===== src/hw/rtl/wtt0_pkg.sv =====
// Shared constants and controller/datapath interface types for the t0 finder.
`default_nettype none

package wtt0_pkg;

   // Default geometry and counter width
   localparam int WIRES_DEF       = 279;
   localparam int PLANES_DEF      = 8;
   localparam int BINS_DEF        = 300;
   localparam int SEARCH_BINS_DEF = 199;
   localparam int COUNT_BITS_DEF  = 32;

   // Noise ratio register reset value, about 0.05 in Q0.16
   localparam logic [15:0] RATIO_RESET = 16'd3277;

   // Only hits from this region are counted
   localparam logic [2:0] REGION_REC = 3'd3;

   // Package codes
   localparam logic [1:0] PKG_ONE = 2'd1;
   localparam logic [1:0] PKG_TWO = 2'd2;

   // Planes per package
   localparam logic [2:0] PLANE_FIRST = 3'd1;
   localparam logic [2:0] PLANE_LAST  = 3'd4;

   // Histogram start in ns and bin width
   localparam logic [13:0] BIN_START_NS = 14'd400;
   localparam logic [12:0] T0_OFFSET    = 13'd400;
   localparam logic [12:0] BIN_WIDTH_NS = 13'd3;

   // Divide by three: q = (d * RECIP3) >> RECIP3_SHIFT, exact for 12-bit d
   localparam logic [15:0] RECIP3       = 16'd43691;
   localparam int          RECIP3_SHIFT = 17;

   // Output saturation limit
   localparam logic [12:0] T0_MAX = 13'd1023;

   // Item kinds
   localparam logic KIND_HIT    = 1'b0;
   localparam logic KIND_SEARCH = 1'b1;

   // Commands from controller to datapath
   typedef struct packed {
      logic clr_write;
      logic load;
      logic decode;
      logic base;
      logic hit_read;
      logic hit_write;
      logic scan_read;
      logic res_load;
   } cmd_type;

   // Status from datapath to controller
   typedef struct packed {
      logic kind;
      logic hit_ok;
      logic addr_ok;
      logic scan_last;
      logic pipe_idle;
      logic clr_last;
   } status_type;

endpackage

`default_nettype wire


===== src/hw/rtl/wtt0_ctrl.sv =====
// Controller state machine: clearing pass, hit update and t0 search sequencing.
`default_nettype none

module wtt0_ctrl (
   input  wire logic                 clock,
   input  wire logic                 reset,
   input  wire logic                 req_valid,
   output      logic                 req_stall,
   output      logic                 rsp_valid,
   input  wire logic                 rsp_stall,
   output      wtt0_pkg::cmd_type    cmd,
   input  wire wtt0_pkg::status_type status
);

   localparam logic [3:0] ST_CLR   = 4'd0;
   localparam logic [3:0] ST_IDLE  = 4'd1;
   localparam logic [3:0] ST_DEC   = 4'd2;
   localparam logic [3:0] ST_BASE  = 4'd3;
   localparam logic [3:0] ST_HRD   = 4'd4;
   localparam logic [3:0] ST_HWR   = 4'd5;
   localparam logic [3:0] ST_SCAN  = 4'd6;
   localparam logic [3:0] ST_DRAIN = 4'd7;
   localparam logic [3:0] ST_RESP  = 4'd8;

   logic [3:0] state_ff;
   logic [3:0] state_in;

   assign req_stall = (state_ff != ST_IDLE);
   assign rsp_valid = (state_ff == ST_RESP);

   // Next state and commands
   always_comb begin
      state_in = state_ff;
      cmd      = '0;
      case (state_ff)
         ST_CLR: begin
            cmd.clr_write = 1'b1;
            if (status.clr_last) begin
               state_in = ST_IDLE;
            end
         end
         ST_IDLE: begin
            if (req_valid) begin
               cmd.load = 1'b1;
               state_in = ST_DEC;
            end
         end
         ST_DEC: begin
            cmd.decode = 1'b1;
            state_in   = ST_BASE;
         end
         ST_BASE: begin
            cmd.base = 1'b1;
            if (status.kind == wtt0_pkg::KIND_HIT) begin
               state_in = status.hit_ok ? ST_HRD : ST_IDLE;
            end else begin
               state_in = status.addr_ok ? ST_SCAN : ST_DRAIN;
            end
         end
         ST_HRD: begin
            cmd.hit_read = 1'b1;
            state_in     = ST_HWR;
         end
         ST_HWR: begin
            cmd.hit_write = 1'b1;
            state_in      = ST_IDLE;
         end
         ST_SCAN: begin
            cmd.scan_read = 1'b1;
            if (status.scan_last) begin
               state_in = ST_DRAIN;
            end
         end
         ST_DRAIN: begin
            if (status.pipe_idle) begin
               cmd.res_load = 1'b1;
               state_in     = ST_RESP;
            end
         end
         ST_RESP: begin
            if (!rsp_stall) begin
               state_in = ST_IDLE;
            end
         end
         default: begin
            state_in = ST_IDLE;
         end
      endcase
   end

   // State register; reset starts the clearing pass
   always_ff @(posedge clock) begin
      if (reset) begin
         state_ff <= ST_CLR;
      end else begin
         state_ff <= state_in;
      end
   end

endmodule

`default_nettype wire


===== config.mk =====
export PLATFORM = sky130hd
export DESIGN_NAME = wtt0_ctrl
export DESIGN_NICKNAME = d
export VERILOG_FILES = /design/src/hw/rtl/wtt0_pkg.sv /design/src/hw/rtl/wtt0_ctrl.sv
export SDC_FILE = /design/constraint.sdc
export NUM_CORES = 1
export LEC_CHECK = 0
export ABC_AREA = 1
export BUFFER_PORTS_ARGS = -buffer_cell sky130_fd_sc_hd__buf_2
export CORE_AREA = 2 2 39 41
export DETAILED_ROUTE_END_ITERATION = 6
export DIE_AREA = 0 0 41 43
export GPL_ROUTABILITY_DRIVEN = 0
export GPL_TIMING_DRIVEN = 0
export HOLD_SLACK_MARGIN = 0.02
export SYNTH_ARGS = -nofsm -noshare
export SYNTH_HDL_FRONTEND = slang
export SYNTH_SLANG_ARGS = --single-unit

===== constraint.sdc =====
create_clock -name clock -period 1.2 [get_ports clock]
set_clock_uncertainty 0.2 [all_clocks]
set_input_delay 0.24 -clock clock [delete_from_list [all_inputs] [get_ports clock]]
set_output_delay 0.24 -clock clock [all_outputs]
set_load 0.03 [all_outputs]

Word level (Yosys, flattened, before mapping)

Index checks and enable logic that the tools add are counted.

Muxes and demuxes: 19
Equality and inequality tests: 14
Reduce and logical (&&, ||, !) cells: 2

Operator list:

| operator                                                                 | number |
|---|---|
| 4-bit case mux with 8 select lines                                       | 1 |
| 4-bit 2-to-1 mux                                                         | 5 |
| 4-bit by 3-bit equality test with 1-bit output (second input constant)   | 4 |
| 1-bit 2-to-1 mux                                                         | 11 |
| 2-bit inequality test (second input constant)                            | 5 |
| 4-bit by 2-bit equality test with 1-bit output (second input constant)   | 2 |
| 3-bit 2-to-1 mux                                                         | 2 |
| 5-bit AND reduction                                                      | 1 |
| 4-bit by 1-bit equality test with 1-bit output (second input constant)   | 1 |
| 4-bit equality test (second input constant)                              | 1 |
| 4-bit zero test                                                          | 1 |
| 4-bit by 1-bit inequality test with 1-bit output (second input constant) | 1 |

Input port bits: 10
Logic and storage cells: 36
Flip-flop bits (word level): 4
Output and inout bits: 10

Longest topological paths before layout

Gate-level depths: netlist of run 1.

Depth in word-level cells: 3
Gate-level depth with buffers: 9
Mapped depth without buffers: 9

Least setup slack after synthesis of run 1

OpenSTA, ideal clock, no wires.

Path kind: register to output
Start point: reg state_ff[3]
End point: out cmd[6] in the netlist's numbering
Arrival time: 1.338 ns
Path slack: -0.578 ns
Buffers on the path: 0
Stages on the path, launching flop included: 4
Required time: 0.760 ns
Path through: dfxtp_1 > nor2_1 > nand3_1 > nor2_1

RTL lines:

| item                   | RTL line        | source |
|---|---|---|
| start, declared        | wtt0_ctrl.sv:25 | `logic [3:0] state_ff;` |
| start signal, assigned | wtt0_ctrl.sv:96 | `state_ff <= state_in;` |
| end, declared          | wtt0_ctrl.sv:11 | `output wtt0_pkg::cmd_type cmd,` |

==> results of run 1 <==
layer usage:
layer / wire length [um] / track usage / up-vias
met1: 497 / 0.199 / 255
met4: 4 / 0.0800 / 0
met5: 0 / 0 / -
li1: - / - / 285
met3: 48 / 0.0314 / 2
met2: 644 / 0.266 / 11
cells in the final DEF, fill, tap and decap left out, drive strengths merged:
cell type    count
buf             29
nor2            17
inv             16
nand2           15
nand3            5
nor3             4
dfxtp            4
clkbuf           3
nand3b           2
o21ai            2
nand4            1
or2              1
a21oi            1
o211ai           1
o21bai           1
dlygate4sd3      1
cell type report:
cell class | count | area [um^2] | area share
plain buffers | 1 | 11.3 | 0.0135
clock buffers | 3 | 22.5 | 0.0270
inverters | 16 | 70.1 | 0.0840
multi-input cells | 50 | 372 | 0.445
flip-flops and latches | 4 | 92.6 | 0.111
well taps | 16 | 20.0 | 0.0240
repair buffers | 29 | 246 | 0.295
Yosys cell counts:
cell | number | area (um^2)
inv_1 | 15 | 56.3
o211ai_1 | 1 | 7.51
o21bai_1 | 1 | 7.51
nand3_1 | 3 | 15.0
nor2_1 | 13 | 48.8
nor2_2 | 3 | 18.8
buf_6 | 1 | 11.3
nor2_4 | 1 | 11.3
a21oi_1 | 1 | 5.00
or2_2 | 1 | 6.26
nand2_2 | 2 | 12.5
nand3b_1 | 2 | 15.0
nand2_1 | 13 | 48.8
nor3_1 | 4 | 20.0
o21ai_1 | 1 | 5.00
o21ai_0 | 1 | 5.00
nand4_1 | 1 | 6.26
inv_2 | 1 | 3.75
dfxtp_1 | 4 | 80.1
nand3_2 | 2 | 20.0
stage by stage:
step	hold slack, ps	instances	TNS, ps	area (um^2)
global route	129	119	-5130	835
global placement	212	106	-2650	618
detailed placement	216	106	-2740	618
finish	126	119	-4260	835
floorplan	109	71	-1710	503
CTS	122	118	-4650	810
tightest hold or removal path: stages:
cell     delay (ps)
buf_2           100
nand3_1         110
a21oi_1          70
power by group through the flow:
stage / combinational (W) / sequential [W] / clock (W)
after floorplan: 0.00101 / 0.000274 / 0
after detailed placement: 0.00122 / 0.000286 / 0
after global routing: 0.00184 / 0.000289 / 0.000182
after global placement: 0.00121 / 0.000287 / 0
final: 0.00173 / 0.000281 / 0.000161
after CTS: 0.00167 / 0.000282 / 0.000173
worst max path at each step:
stage,end,slack [ps],depth (start not counted)
after floorplan,state_ff[2],-200,9
after global placement,cmd[0],-310,6
after detailed placement,cmd[0],-310,6
after CTS,cmd[0],-410,5
after global routing,cmd[1],-450,6
final,cmd[1],-390,6
what timing repair did:
action | CTS | global route
resized for setup | 32 | 5
endpoints found under the hold margin | 1 | 0
pin swaps | 11 | 9
setup endpoints to repair | 14 | 14
hold buffers | 1 | 0
buffers inserted | 8 | 1
cells by family after synthesis:
| family | after synthesis |
|---|---|
| simple gates | 45 |
| flops | 4 |
| buf+inv | 17 |
| compound gates | 5 |
==> impl_results.md, run 1 <==
- Status: finished, violations left
- Failing checks: setup timing
- Crit path kind: register to output pin
- Gr ovfl total: 0
- Switching pwr: 0.00112 W
- Initial core utilization: 0.292
- Complex-gate fraction of the synthesized area: 0.0743
- Share of post-route cells with drive strength above 1: 0.641
- Die span in x: 41 um
- Crit path DAT: between 1000 and 1500 ps
- Crit-path max FO: 4
- Clk_lat worst skew: ~230 ps
- Num rows: 14
- Period utilisation layout: 1.33
- RSZ-0062 raised after global routing: yes
- H-Tree Depth: 1
- Delay-heaviest family, CP: flip-flops
- Share of total power in combinational logic: 0.796
- Post-Syn Area per Cell: 5.69 um^2
- R2r setup slk: -320 ps
- Via count: 553
- Hold Crit Class: input pin to register
- Peak supply drop: around 1.1 mV
- Multiplexer share of the synthesized area: 0
- Vias in the first global route: 509
- Sw frac: 0.517
- Root buffer cell: clkbuf_4
- Routed wire length: 1190 um
- CP endpoint kind: output pin
- Pre-CTS setup slack: -314 ps
- Syn nets: 81
- Leak: 0.410 nW
- Post-Synth XOR/XNOR Area: 0
- Tmin final: 1590 ps
- Worst hold path endpoint: state_ff[3]
- ANT nets after route: 0
- Die height: 43 um
- Maximum root-to-sink buffer count: 2
- Clk pin slew, worst setup/hold paths: 30 ps
- Power share of the clock group: 0.074
- Critical path, cell by cell: inv_4 -> nor2_4 -> buf_6 -> nand2_4 -> inv_2 -> buf_6
- I/O Pins: 20
- Synth warnings: 0
- CP startpoint: state_ff[2]
- Initial DRC count: 3
- # clock sinks: 4
- Largest net degree at the start of global routing: 6
- Sequential Power Share: 0.130
- Netlist cell types: 20
- Slowest CP cell: dfxtp_4
- Top reg by flops: state_ff
- Cells after Synth: 71
- Nets: 115
- Final Total Pwr: 0.00217 W
- Startpoint Class: register
- Endpoints failing setup: 14
- WP buf/inv: 4
- Total of max-cap violations: 0
- Global-route wire length before repair: ~2000 um
- PD cells: 2600 nW/um^2
- Hold Crit Start: rsp_stall
- Initial antenna violation count: 0
- Antenna diode count: 0
- Max Slew Vio Count: 0
- Seq/Total Area, Yosys: 0.198
- R2r startpoint: state_ff[2]
- Max frequency: around 630 MHz
- Largest family of logic cells by synthesized area: simple AND/OR/NAND/NOR gates
- Final HPWL DP: between 800 and 900 um
- Critical Path Most Common Cell: buf_6
- Fin worst setup slack: -393 ps
- Post-Syn Area: roughly 400 um^2
- Clock buffer count from CTS: 3
- Worst-Margin Slew: 195 ps
- Synth Area in Simple Gates: 0.551
- Yosys reg bits: 4
- Crit-path max cell delay: 380 ps
- DIE AREA: 1760 um^2
- Area Growth Syn to Fin: 107%
- CTS tree: built
- Relative slew slack: 0.870
- WP data required: ~760 ps
- Post-layout util: 0.603
- Drt via density: 4.65
- Core ar.: 1380 um^2
- Final hold vios: 0
- Pint: 0.00105 W
- Post-synthesis adder-cell area fraction: 0
- DRT Pass-1 Iters: 4
- Total track usage: 0.166
- Number of fill cells: 125
- DR DRC count: 0
- Worst hold path cell count: 3
- Largest regs: state_ff (4)
- Max FFs per register: 4
- Worst R2R Path Depth: 9
- Reg-to-reg critical path endpoint: state_ff[2]
- Port Buffers: 19
- WL/cell: about 10 um
Power figures use the tool's default switching activity.
==> run 2: changes to the inputs <==
MAX_ROUTING_LAYER = met4   (was default)
==> run 2 against run 1 <==
Compared with the run above:
- the run still ends with setup timing left
- sequential share of layout area stayed put
- total power about the same
- core utilization unchanged
- maximum frequency decreased by 0.16%
- clock-buffer cell count unchanged
- combinational power about the same
- first-iteration DRC count increased by 33%
- critical path depth stayed put
- design area did not move
- die area unchanged
- cell count unchanged
- critical path type unchanged
- highest routed layer unchanged
==> impl_results.md, run 2 (synthesis results as in run 1) <==
- Commonest non-fill, non-tap cells in the layout: 14 x buf_6, 10 x nand2_1, 9 x nor2_4, 9 x buf_2, 8 x inv_1
- Relative slew slack: 0.870
- Max FFs per register: 4
- Crit path DAT: 1160 ps
- Vias in the first global route: 509
- Failing checks: setup timing
- Root buffer cell: clkbuf_4
- Drt via density: around 4.6
- Die span in x: 41 um
- H-Tree Depth: 1
- Maximum root-to-sink buffer count: 2
- Dpl cell area: around 600 um^2
- Sequential Power Share: 0.130
- Final Cell Area: 835 um^2
- I/O Pins: 20
- Total of max-cap violations: 0
- Fin cells: 119
- Hold Crit Class: input pin to register
- WP data required: 760 ps
- Port Buffers: 19
- Area Growth Syn to Fin: 107%
- Initial antenna violation count: 0
- WL/cell: 10.2 um
- Crit-path max cell delay: around 380 ps
- Inst Count DP: 106
- Via count: approximately 550
- Leak: 0.410 nW
- Endpoints failing setup: 14
- Initial DRC count: 4
- Initial core utilization: 0.292
- Antenna diode count: 0
- Core ar.: between 1000 and 1500 um^2
- Clk pin slew, worst setup/hold paths: 30 ps
- DRT Pass-1 Iters: 4
- Sw frac: 0.517
- Num rows: 14
- CP endpoint kind: output pin
- Final HPWL DP: 819 um
- ANT nets after route: 0
- Crit path kind: register to output pin
- Max frequency: 627 MHz
- Final hold vios: 0
- Share of total power in combinational logic: 0.796
- Crit-path max FO: 4
- Worst-Margin Slew: 194 ps
- CTS tree: built
- Share of post-route cells with drive strength above 1: 0.641
- Total track usage: 0.170
- Max Slew Vio Count: 0
- Tmin final: 1600 ps
- Clk_lat worst skew: 230 ps
- Power share of the clock group: 0.074
- RSZ-0062 raised after global routing: yes
- Critical Path Most Common Cell: buf_6
- Clock buffer count from CTS: 3
- Status: finished, violations left
- DR DRC count: 0
- # clock sinks: 4
- Gr ovfl total: 0
- PD cells: 2600 nW/um^2
- Largest regs: state_ff (4)
- Number of fill cells: 125
- Critical path, cell by cell: inv_4 -> nor2_4 -> buf_6 -> nand2_4 -> inv_2 -> buf_6
- Routed wire length: 1210 um
- Slowest CP cell: dfxtp_4
- Most common cell after layout, fill and taps aside: buf_6
- Nets: between 100 and 150
- Largest net degree at the start of global routing: 6
- DIE AREA: 1760 um^2
- Startpoint Class: register
- Peak supply drop: 1.08 mV
- Pre-CTS setup slack: -314 ps
- Global-route wire length before repair: 2020 um
- Top reg by flops: state_ff
- Fin worst setup slack: -396 ps
- Period utilisation layout: 1.33
- Switching pwr: 0.00112 W
- Die height: 43 um
- Pint: between 0.001 and 0.0015 W
==> run 2: cell counts in the layout (fill, tap and decap cells not counted) <==
No cell type changed its count.
==> run 2: through the flow <==
step                      hold slack (ps)  setup TNS, ps  utilization  total power [W]
after floorplan                       109          -1710            -          0.00128
after detailed placement              216          -2740        0.447          0.00151
after global routing                  129          -5130        0.603          0.00231
after CTS                             122          -4650        0.585          0.00213
after global placement                212          -2650        0.447          0.00150
final                                 127          -4270        0.603          0.00217
==> run 2: routing by layer <==
metal,vias up,GRT usage,share of wire
met5,-,-,0
met4,0,0.0800,0.0033
met3,2,0.0314,0.040
met2,15,0.266,0.54
met1,249,0.199,0.42
li1,282,-,-
==> run 2: worst paths after layout <==
check | startpoint | end | slack [ps] | depth (start not counted)
setup / recovery | state_ff[2] | cmd[1] | -400 | 6
hold / removal | rsp_stall | state_ff[3] | 130 | 3
setup reg to reg | state_ff[2] | state_ff[2] | -330 | 9
hold reg to reg | state_ff[2] | state_ff[1] | 360 | 2
==> run 2: critical path, delay by kind of cell (launching register included) <==
family	cells	cell delay, ps
buffers and inverters	4	360
flip-flops	1	380
AND/OR/NAND/NOR	2	180
==> run 2: final cells by class <==
| class | count | area (um^2) | area share |
|---|---|---|---|
| clock buffer | 3 | 22.5 | 0.0270 |
| timing repair buffer | 29 | 246 | 0.295 |
| multi-input combinational | 50 | 372 | 0.445 |
| inverter | 16 | 70.1 | 0.0840 |
| sequential | 4 | 92.6 | 0.111 |
| buffer | 1 | 11.3 | 0.0135 |
| tap | 16 | 20.0 | 0.0240 |
==> run 2: power by group through the flow <==
stage / registers [W] / logic, W / clock network [W]
2_1_floorplan: 0.000274 / 0.00101 / 0
3_3_place_gp: 0.000287 / 0.00121 / 0
3_5_place_dp: 0.000286 / 0.00122 / 0
4_1_cts: 0.000282 / 0.00167 / 0.000173
5_1_grt: 0.000289 / 0.00184 / 0.000182
6_report: 0.000282 / 0.00173 / 0.000161
==> run 2: timing repair <==
action / 4_1_cts / 5_1_grt
setup buffers: 8 / 1
hold endpoints to repair: 1 / 0
gates resized for setup: 32 / 5
pin swaps: 11 / 9
setup endpoints to repair: 14 / 14
hold buffers: 1 / 0
cloned: 0 / 0
==> run 3: changes to the inputs <==
clock period = 1.6 ns   (was 1.2 ns; I/O delays follow)
==> run 3 against run 2 <==
Compared with the run above:
- the run still ends with setup timing left
- cell count up 1.7%
- first-iteration DRC count did not move
- register-to-register slack better by 250 ps
- clock power fell by 20%
- via count grew 3.1%
- global-route usage grew 1.2 points
- worst hold slack worse by 85 ps
- critical path depth is 2 lower
- core utilization is 3.7 points lower
- setup slack gained 310 ps
- die area is the same
- sequential power decreased by 7.8%
- largest power group unchanged
- highest routed layer unchanged
==> impl_results.md, run 3 (synthesis results as in run 1) <==
- Failing checks: setup timing
- Worst-Margin Slew: between 200 and 250 ps
- Root buffer cell: clkbuf_4
- CTS tree: built
- Fin cells: 121
- Max FFs per register: 4
- Clk pin slew, worst setup/hold paths: approximately 40 ps
- Initial core utilization: 0.292
- Largest net degree at the start of global routing: 8
- Area Growth Syn to Fin: 93.8%
- Global-route wire length before repair: 2040 um
- Period utilisation layout: 1.05
- Port Buffers: 19
- WL/cell: ~12 um
- Die height: 43 um
- Leak: 0.405 nW
- DIE AREA: 1760 um^2
- RSZ-0062 raised after global routing: yes
- PD cells: 1920 nW/um^2
- Endpoints failing setup: 9
- DR DRC count: 0
- Hold Crit Class: input pin to register
- Clk_lat worst skew: approximately 240 ps
- Core ar.: between 1000 and 1500 um^2
- Status: finished, violations left
- Tmin final: 1690 ps
- # clock sinks: 4
- Final hold vios: 0
- ANT nets after route: 0
- Drt via density: between 4 and 5
- Relative slew slack: 0.845
- I/O Pins: 20
- Fin worst setup slack: -86.2 ps
- Max Slew Vio Count: 0
- DRT Pass-1 Iters: 4
- Dpl cell area: 529 um^2
- WP data required: 1080 ps
- Via count: 565
- Crit-path max FO: 7
- Startpoint Class: register
- Cts hold-fix bufs: 0
- Vias in the first global route: roughly 500
- Final HPWL DP: 813 um
- Pre-CTS setup slack: 32.8 ps
- Crit path kind: register to output pin
- Peak supply drop: 0.689 mV
- Commonest non-fill, non-tap cells in the layout: 17 x buf_4, 11 x nand2_1, 9 x inv_1, 9 x buf_2, 8 x nor2_4
- Slowest CP cell: dfxtp_4
- Top reg by flops: state_ff
- Total of max-cap violations: 0
- Total track usage: 0.182
- Setup TNS: -382 ps
- Num rows: 14
- CP endpoint kind: output pin
- Nets: approximately 120
- Clock buffer count from CTS: 3
- Gr ovfl total: 0
- Antenna diode count: 0
- Inst Count DP: roughly 110
- Die span in x: 41 um
- Initial antenna violation count: 0
- Largest regs: state_ff (4)
- Final Cell Area: around 780 um^2
- Hold WS: about 42 ps
- H-Tree Depth: 1
- Share of post-route cells with drive strength above 1: 0.648
- Crit-path max cell delay: 410 ps
- Max frequency: 593 MHz
- Crit path DAT: 1170 ps
- Critical path, cell by cell: buf_6 -> inv_2 -> nor3_2 -> buf_4
- Maximum root-to-sink buffer count: 2
- Initial DRC count: 4
- Routed wire length: roughly 1500 um
- Most common cell after layout, fill and taps aside: buf_4
run 3: cell count changes in the layout (fill, tap and decap cells not counted), moves of 2 or more:
| cell | change |
|---|---|
| inv_2 | +2 |
| buf_6 | -8 |
| buf_4 | +11 |
| nor3_4 | -3 |
| nor3_2 | +3 |
| inv_4 | -3 |
run 3: area by class of cell:
cell class	instances	area, um^2
clock buffer	3	22.5
inverter	16	62.6
timing repair buffer	32	240
multi-input combinational	50	345
sequential	4	92.6
fill	124	601
tap	16	20.0
run 3: critical path, delay by kind of cell, from the launching register on:
family / cells / cell delay (ps)
flops: 1 / 410
buf+inv: 3 / 360
simple gates: 1 / 150
run 3: what timing repair did:
| item | 4_1_cts | 5_1_grt |
|---|---|---|
| gates resized for setup | 35 | 15 |
| buffers inserted | 11 | 2 |
| setup endpoints to repair | 10 | 11 |
| pin swaps | 8 | 11 |
run 3: report_power, final:
| part | internal, W | switching, W | total (W) |
|---|---|---|---|
| Combinational | 0.000469 | 0.000642 | 0.00111 |
| Clock | 0.0000841 | 0.0000452 | 0.000129 |
| Sequential | 0.000161 | 0.0000994 | 0.000260 |
run 3: path summary, 6_finish.rpt:
kind,cells past startpoint,to,startpoint,slack [ps]
max reg2reg,11,state_ff[3],state_ff[0],-80
min reg2reg,4,state_ff[3],state_ff[3],470
max,4,cmd[2],state_ff[0],-90
min,2,state_ff[3],reset,40
run 3: metrics by stage:
stage | util | power, W
2_1_floorplan | - | 0.000770
3_3_place_gp | 0.382 | 0.000932
3_5_place_dp | 0.382 | 0.000932
4_1_cts | 0.524 | 0.00135
5_1_grt | 0.566 | 0.00161
6_report | 0.566 | 0.00150
run 3: per-layer routing:
metal  up-vias  part of all wire  global-route usage
met5         -                 0                   -
met4         0             0.020              0.0800
met3         4             0.041              0.0471
met2        17              0.57               0.313
met1       255              0.37               0.179
li1        289                 -                   -
